==> src/sv/rmts_pkg.sv <==
`timescale 1ns / 1ps
`default_nettype none

package rmts_pkg;

  // Widths fixed by the register map and the result word.
  localparam int NUM_SETTINGS = 4;
  localparam int SET_W        = 32;
  localparam int CNT_W        = 16;
  localparam int TIME_W       = 32;
  localparam int CFG_ADDR_W   = 2;
  localparam int IN_TDATA_W   = 8;
  localparam int OUT_TDATA_W  = 40;

  // Sequencer states, one-hot.
  typedef enum logic [2:0] {
    S_IDLE = 3'b001,
    S_SCAN = 3'b010,
    S_FIN  = 3'b100
  } rmts_state_t;

  // One scheduler result.
  typedef struct packed {
    logic              busy;
    logic [1:0]        idx;
    logic              done;
    logic [TIME_W-1:0] tick;
  } rmts_res_t;

endpackage

`default_nettype wire

==> src/sv/rmts_cfg_regs.sv <==
`timescale 1ns / 1ps
`default_nettype none

module rmts_cfg_regs (
  input  wire logic                             clk,
  input  wire logic                             rst_n,
  input  wire logic                             cfg_we,
  input  wire logic [rmts_pkg::CFG_ADDR_W-1:0]  cfg_addr,
  input  wire logic [rmts_pkg::SET_W-1:0]       cfg_wdata,
  input  wire logic [rmts_pkg::CFG_ADDR_W-1:0]  rd_idx,
  output logic      [rmts_pkg::SET_W-1:0]       rd_setting
);
  import rmts_pkg::*;

  logic [SET_W-1:0] setting_r [NUM_SETTINGS];

  always_ff @(posedge clk) begin
    if (!rst_n) begin
      for (int i = 0; i < NUM_SETTINGS; i++) begin
        setting_r[i] <= '0;
      end
    end else if (cfg_we) begin
      setting_r[cfg_addr] <= cfg_wdata;
    end
  end

  assign rd_setting = setting_r[rd_idx];

endmodule

`default_nettype wire

==> src/sv/rmts_core.sv <==
`timescale 1ns / 1ps
`default_nettype none

module rmts_core #(
  parameter int NUM_TASKS = 4
) (
  input  wire logic                             clk,
  input  wire logic                             rst_n,
  input  wire logic                             start,
  input  wire logic                             restart,
  output logic                                  idle,
  output logic      [rmts_pkg::CFG_ADDR_W-1:0]  rd_idx,
  input  wire logic [rmts_pkg::SET_W-1:0]       rd_setting,
  output logic                                  res_valid,
  input  wire logic                             res_ready,
  output rmts_pkg::rmts_res_t                   res
);
  import rmts_pkg::*;

  localparam int IDX_W = (NUM_TASKS > 1) ? $clog2(NUM_TASKS) : 1;
  localparam logic [IDX_W-1:0] LAST_IDX = IDX_W'(NUM_TASKS - 1);

  rmts_state_t       state_r, state_nxt;
  logic [IDX_W-1:0]  scan_idx_r, scan_idx_nxt;
  logic [TIME_W-1:0] time_r, time_nxt;
  logic              restart_r, restart_nxt;
  logic              found_r, found_nxt;
  logic [CNT_W-1:0]  best_per_r, best_per_nxt;
  logic [CNT_W-1:0]  best_rem_r, best_rem_nxt;
  logic [IDX_W-1:0]  pick_r, pick_nxt;
  logic [CNT_W-1:0]  phase_r [NUM_TASKS];
  logic [CNT_W-1:0]  phase_nxt [NUM_TASKS];
  logic [CNT_W-1:0]  rem_r [NUM_TASKS];
  logic [CNT_W-1:0]  rem_nxt [NUM_TASKS];

  // Shared per-task datapath, applied to the task under the scan index.
  logic [7:0]       idx_ext;
  logic [7:0]       pick_ext;
  logic             has_reg;
  logic [CNT_W-1:0] period;
  logic [CNT_W-1:0] burst;
  logic             task_en;
  logic [CNT_W-1:0] ph;
  logic [CNT_W:0]   ph_inc;
  logic [CNT_W-1:0] ph_adv;
  logic [CNT_W-1:0] rem_rel;
  logic             better;

  assign idx_ext  = 8'(scan_idx_r);
  assign pick_ext = 8'(pick_r);
  assign has_reg  = idx_ext < 8'(NUM_SETTINGS);
  assign rd_idx   = idx_ext[CFG_ADDR_W-1:0];
  assign period   = rd_setting[SET_W-1:CNT_W];
  assign burst    = rd_setting[CNT_W-1:0];
  assign task_en  = has_reg && (period != '0) && (burst != '0);
  assign ph       = restart_r ? '0 : phase_r[scan_idx_r];
  assign ph_inc   = {1'b0, ph} + 1'b1;
  assign ph_adv   = (ph_inc >= {1'b0, period}) ? '0 : ph_inc[CNT_W-1:0];
  assign rem_rel  = (ph == '0) ? burst : rem_r[scan_idx_r];
  assign better   = task_en && (rem_rel != '0) && (!found_r || (period < best_per_r));

  always_comb begin
    state_nxt    = state_r;
    scan_idx_nxt = scan_idx_r;
    time_nxt     = time_r;
    restart_nxt  = restart_r;
    found_nxt    = found_r;
    best_per_nxt = best_per_r;
    best_rem_nxt = best_rem_r;
    pick_nxt     = pick_r;
    phase_nxt    = phase_r;
    rem_nxt      = rem_r;
    case (state_r)
      S_IDLE: begin
        if (start) begin
          state_nxt    = S_SCAN;
          scan_idx_nxt = '0;
          restart_nxt  = restart;
          found_nxt    = 1'b0;
          if (restart) begin
            time_nxt = '0;
          end
        end
      end
      S_SCAN: begin
        // Release, pick and phase advance for one task per cycle.
        phase_nxt[scan_idx_r] = task_en ? ph_adv : '0;
        rem_nxt[scan_idx_r]   = task_en ? rem_rel : '0;
        if (better) begin
          found_nxt    = 1'b1;
          best_per_nxt = period;
          best_rem_nxt = rem_rel;
          pick_nxt     = scan_idx_r;
        end
        if (scan_idx_r == LAST_IDX) begin
          state_nxt = S_FIN;
        end else begin
          scan_idx_nxt = scan_idx_r + 1'b1;
        end
      end
      S_FIN: begin
        if (res_ready) begin
          state_nxt = S_IDLE;
          time_nxt  = time_r + 1'b1;
          if (found_r) begin
            rem_nxt[pick_r] = best_rem_r - 1'b1;
          end
        end
      end
      default: begin
        state_nxt = S_IDLE;
      end
    endcase
  end

  always_ff @(posedge clk) begin
    if (!rst_n) begin
      state_r   <= S_IDLE;
      time_r    <= '0;
      restart_r <= 1'b0;
      found_r   <= 1'b0;
      for (int i = 0; i < NUM_TASKS; i++) begin
        phase_r[i] <= '0;
        rem_r[i]   <= '0;
      end
    end else begin
      state_r   <= state_nxt;
      time_r    <= time_nxt;
      restart_r <= restart_nxt;
      found_r   <= found_nxt;
      phase_r   <= phase_nxt;
      rem_r     <= rem_nxt;
    end
  end

  always_ff @(posedge clk) begin
    scan_idx_r <= scan_idx_nxt;
    best_per_r <= best_per_nxt;
    best_rem_r <= best_rem_nxt;
    pick_r     <= pick_nxt;
  end

  assign idle      = (state_r == S_IDLE);
  assign res_valid = (state_r == S_FIN);
  assign res.busy  = found_r;
  assign res.idx   = found_r ? pick_ext[1:0] : 2'd0;
  assign res.done  = found_r && (best_rem_r == CNT_W'(1));
  assign res.tick  = time_r;

  a_start_idle: assert property (@(posedge clk) disable iff (!rst_n)
    start |-> (state_r == S_IDLE))
    else $error("tick started while the sequencer was busy");

  a_fin_exit: assert property (@(posedge clk) disable iff (!rst_n)
    (state_r == S_FIN && res_ready) |=> (state_r == S_IDLE))
    else $error("sequencer did not return to idle after handing off a result");

  a_time_step: assert property (@(posedge clk) disable iff (!rst_n)
    (state_r == S_FIN && res_ready) |=> (time_r == $past(time_r) + 32'd1))
    else $error("tick time did not advance by one");

  a_done_busy: assert property (@(posedge clk) disable iff (!rst_n)
    (res_valid && res.done) |-> res.busy)
    else $error("burst completion flagged on an idle tick");

endmodule

`default_nettype wire

==> src/sv/rate_monotonic_tick_scheduler.sv <==
`timescale 1ns / 1ps
`default_nettype none

// Channel   Direction  Signals                        Contents
// in_       slave      in_tvalid/in_tready/in_tdata    one tick word
// out_      master     out_tvalid/out_tready/out_tdata one schedule result per tick
// cfg_      write      cfg_we/cfg_addr/cfg_wdata       task period and burst registers
//
// Each tick runs from accept to the next accept through an idle state that
// takes the word, a scan of each task in turn through the shared scan unit,
// and a commit state that commits the pick. Reset is synchronous and active
// low; it clears the task registers, time and all per-task counters. A
// stalled output holds the sequencer in its commit cycle, while a result
// already sitting in the output register does not stop the next scan.
module rate_monotonic_tick_scheduler #(
  parameter int NUM_TASKS = 4
) (
  input  wire logic                              clk,
  input  wire logic                              rst_n,
  // Input word.
  input  wire logic                              in_tvalid,
  output logic                                   in_tready,
  // bit 0: restart; bits 7..1: zero
  input  wire logic [rmts_pkg::IN_TDATA_W-1:0]   in_tdata,
  // Result word.
  output logic                                   out_tvalid,
  input  wire logic                              out_tready,
  // bit 0: busy_res; bits 2..1: task_index; bit 3: burst_done;
  // bits 35..4: tick_time; bits 39..36: zero
  output logic      [rmts_pkg::OUT_TDATA_W-1:0]  out_tdata,
  // Register writes.
  input  wire logic                              cfg_we,
  input  wire logic [rmts_pkg::CFG_ADDR_W-1:0]   cfg_addr,
  input  wire logic [rmts_pkg::SET_W-1:0]        cfg_wdata
);
  import rmts_pkg::*;

  logic                  core_idle;
  logic                  start;
  logic [CFG_ADDR_W-1:0] rd_idx;
  logic [SET_W-1:0]      rd_setting;
  logic                  res_valid;
  logic                  res_ready;
  rmts_res_t             res;
  logic                  out_valid_r, out_valid_nxt;
  rmts_res_t             out_res_r, out_res_nxt;

  // A word is taken only while the sequencer is waiting for a tick.
  assign in_tready = core_idle;
  assign start     = in_tvalid && in_tready;

  // The output register can load whenever it is empty or being drained.
  assign res_ready = !out_valid_r || out_tready;

  rmts_cfg_regs u_cfg (
    .clk        (clk),
    .rst_n      (rst_n),
    .cfg_we     (cfg_we),
    .cfg_addr   (cfg_addr),
    .cfg_wdata  (cfg_wdata),
    .rd_idx     (rd_idx),
    .rd_setting (rd_setting)
  );

  rmts_core #(
    .NUM_TASKS (NUM_TASKS)
  ) u_core (
    .clk        (clk),
    .rst_n      (rst_n),
    .start      (start),
    .restart    (in_tdata[0]),
    .idle       (core_idle),
    .rd_idx     (rd_idx),
    .rd_setting (rd_setting),
    .res_valid  (res_valid),
    .res_ready  (res_ready),
    .res        (res)
  );

  always_comb begin
    out_valid_nxt = out_valid_r;
    out_res_nxt   = out_res_r;
    if (out_valid_r && out_tready) begin
      out_valid_nxt = 1'b0;
    end
    if (res_valid && res_ready) begin
      out_valid_nxt = 1'b1;
      out_res_nxt   = res;
    end
  end

  always_ff @(posedge clk) begin
    if (!rst_n) begin
      out_valid_r <= 1'b0;
    end else begin
      out_valid_r <= out_valid_nxt;
    end
  end

  always_ff @(posedge clk) begin
    out_res_r <= out_res_nxt;
  end

  assign out_tvalid = out_valid_r;
  assign out_tdata  = {4'b0000, out_res_r.tick, out_res_r.done, out_res_r.idx, out_res_r.busy};

endmodule

`default_nettype wire
==> config.mk <==
export PLATFORM = sky130hd
export DESIGN_NAME = rate_monotonic_tick_scheduler
export DESIGN_NICKNAME = d
export VERILOG_FILES = /design/src/sv/rmts_pkg.sv /design/src/sv/rmts_cfg_regs.sv /design/src/sv/rmts_core.sv /design/src/sv/rate_monotonic_tick_scheduler.sv
export SDC_FILE = /design/constraint.sdc
export NUM_CORES = 1
export LEC_CHECK = 0
export ABC_AREA = 1
export BUFFER_PORTS_ARGS = -buffer_cell sky130_fd_sc_hd__clkbuf_2
export CAP_MARGIN = 20
export CORE_MARGIN = 2
export CORE_UTILIZATION = 37
export DETAILED_ROUTE_END_ITERATION = 12
export PLACE_DENSITY_LB_ADDON = 0.3
export SLEW_MARGIN = 20
export SYNTH_ARGS = -nofsm -noshare
export SYNTH_HDL_FRONTEND = slang
export SYNTH_SLANG_ARGS = --single-unit
==> constraint.sdc <==
create_clock -name clk -period 9.1 [get_ports clk]
set_input_delay 0.455 -clock clk [delete_from_list [all_inputs] [get_ports clk]]
set_output_delay 0.455 -clock clk [all_outputs]
set_load 0.02 [all_outputs]
==> summary.txt <==
Critical Path Source Type -> register
Placer Congestion -> 0.8517
FMAX -> 189.2 MHz
Final WS setup -> 3.814 ns
Final hold violation count -> 0
Number of global-route vias before repair -> 14080
Leak -> 7.918 nW
Status -> finished, final reports clean
Finished Cell Area -> 0.02030 mm2
Peak per-stage delay on the critical path -> 0.62 ns
Core area -> 0.04785 mm2
Gate Count Post-Synth -> 2088
Largest net degree at the start of global routing -> 96
Initial Util -> 37.60%
Post-CTS Setup Inserts -> 0
Chip height -> 224.5 um
Fillcell total -> 4694
Arr. time, crit path -> 5.78 ns
Place WS -> 3.865 ns
Total CTS buffers -> 43
Top Family by Delay on Critical Path -> simple AND/OR/NAND/NOR gates
Resized cells post-CTS -> 0
Total number of vias -> 14660
Total track usage -> 18.30%
Register bit total from synthesis -> 368
DRC -> 0
CTS tree -> yes
Syn Std Cell Area -> 0.01799 mm2
Async S/R FF share, synth -> 0%
Die width -> 224.5 um
Fin util -> 42.44%
Worst Max-Slew Pin Slew -> 1.025 ns
Post-layout min period -> 5.286 ns
DR WL/cell -> 16.86 um
Pwr per Cell Area -> 205.9 mW/mm2
Commonest non-fill, non-tap cell in the layout -> nand2_1
Final TNS setup -> 0 ns
Area of the multi-input gates -> 0.007352 mm2
Seq/Total Area, Yosys -> 52.08%
Hpwl dp -> 29080 um
Global-route wire length before repair -> 74060 um
Worst VDD drop -> 0.1294 mV
Top Ports -> 89
Hold buffers post-CTS -> 0
Final worst path period share -> 58.08%
Most frequent cells in the layout -> 422 x nand2_1, 200 x edfxtp_1, 196 x inv_1, 196 x o21ai_0, 195 x nor2_1
Worst path buffer plus inverter count -> 4
Drt pass-1 iters -> 5
Slowest CP cell -> nor2_4
Required time at the worst-slack endpoint -> 9.59 ns
DRT iter0 DRCs -> 1399
Final cell count without fillers -> 2772
Worst Path Class, Setup -> register to register
Placed Cells -> 2693
Diodes inserted -> 0
CTS H-tree depth -> 2
DRT Wirelength -> 46730 um
Antenna viol nets, final -> 0
Crit end category -> register
Synthesis-to-finish area growth -> 12.86%
Layout cell share with drive strength beyond 1 -> 12.56%
Post-synth EDFFs -> 200
GRT overflow -> 0
Skew-Pair Late Insertion Delay -> 0.57 ns
Yosys warns -> 0
Clock skew -> 0.01355 ns
Fin. max-slew vios -> 0
CTS Buffer Depth -> 3
Die area -> 0.05040 mm2
Max-cap violations -> 0
Clock root buffer -> clkbuf_16
RSZ-0062 raised after global routing -> false
Row cnt -> 80
Final setup viols -> 0
Leading area contributor after synthesis -> edfxtp_1
CP max FO -> 45
Hold Crit Class -> primary input to register
Nets@finish -> 2211
Initial antenna violation count -> 0
Clk sinks -> 368
Post-place instance area -> 0.01884 mm2
Vias/cell -> 5.288
Reg area -> 0.009370 mm2
Synth top area cells -> edfxtp_1 33%, dfxtp_1 19%, nand2_1 8.8%, o21ai_0 5.5%, nor2_1 4.2%
Unique masters post-synth -> 51
I/O Buffers -> 77
Relative slew slack -> 31.57%
Main flop type after synthesis -> edfxtp_1
Area share of the leading cell type in the synthesized netlist -> 33.38%
Crit-path most repeated cell -> nand2_1
Clock-pin slew on the worst setup and hold paths -> 0.06 ns
Average size of a mapped cell -> 8.616 um2
## layout make-up
type / instances / share of cell area (%)
sequential: 368 / 46.15
multi-input combinational: 1402 / 36.21
clock buffer: 60 / 6.064
inverter: 206 / 3.808
tap: 615 / 3.790
timing repair buffer: 103 / 2.970
clock inverter: 18 / 1.011
## metal layers
| layer | wire, um | part of all wire, % | up-vias | global-route usage, % |
|---|---|---|---|---|
| li1 | - | - | 7149 | - |
| met1 | 21170 | 45 | 6983 | 24.22 |
| met2 | 21610 | 46 | 452 | 30.14 |
| met3 | 2829 | 6.1 | 73 | 3.436 |
| met4 | 1132 | 2.4 | 0 | 6.153 |
| met5 | 0 | 0 | - | 0 |
## kinds of logic after synthesis
| family | count (synthesis) | share of synthesized area [%] |
|---|---|---|
| simple gates | 858 | 21.71 |
| compound gates | 474 | 14.76 |
| flops | 368 | 52.08 |
| buf+inv | 321 | 7.386 |
| fa+ha+maj | 40 | 2.782 |
| xor+xnor | 26 | 1.266 |
| other cells | 1 | 0.02084 |
## Yosys cell counts (all sizes together) (13+ instances only)
library cell and number:
nor3 53, buf 45, nor4 13, a31oi 60
nand3 112, nor2 213, o21ai 206, a21oi 162
inv 202, ha 40, nand2 442, xor2 19
edfxtp 200, clkbuf 70, dfxtp 168
## worst paths after layout
check | start | endpoint | slack (ns) | cells past startpoint
worst min-delay path | in_tdata[0] | u_core.restart_r$_SDFFE_PN0P_ | 0.21 | 3
worst max-delay path | u_core.rd_idx[0]$_DFFE_PP_ | u_core.phase_r[14]$_SDFFE_PN0P_ | 3.81 | 26
worst max register to register | u_core.rd_idx[0]$_DFFE_PP_ | u_core.phase_r[14]$_SDFFE_PN0P_ | 3.81 | 26
worst min register to register | u_core.time_r[31]$_SDFFE_PN0P_ | out_tdata[35]$_DFFE_PP_ | 0.44 | 0
## through the flow
step | hold WS (ns) | power [mW]
floorplan | 0.4082 | 2.300
CTS | 0.1910 | 4.217
detailed placement | 0.4305 | 2.462
finish | 0.2118 | 4.181
global route | 0.2276 | 4.350
global placement | 0.4194 | 2.449
## flip-flops by register name, summed over array words and instances, names as in the netlist, 2 cells and up, named ones only
signal and count:
out_tdata 36, u_cfg.setting_r 128, u_core.best_per_r 16, u_core.best_rem_r 16, u_core.phase_r 64, u_core.pick_r 2
u_core.rd_idx 2, u_core.rem_r 64, u_core.state_r 3, u_core.time_r 32
## power by group
part / internal, mW / switching (mW)
clock network: 1.06 / 0.692
logic: 0.167 / 0.428
registers: 1.82 / 0.0190
## worst reg2reg max path: cells and delay by family, from the launching register on
| kind | cells | cell delay [ns] |
|---|---|---|
| adder cells (fa/ha/maj) | 2 | 0.56 |
| AO/OA/AOI/OAI | 2 | 0.41 |
| flip-flops | 1 | 0.42 |
| buffers and inverters | 4 | 1.27 |
| XOR/XNOR | 1 | 0.14 |
| AND/OR/NAND/NOR | 17 | 2.41 |
Power figures use the tool's default switching activity.
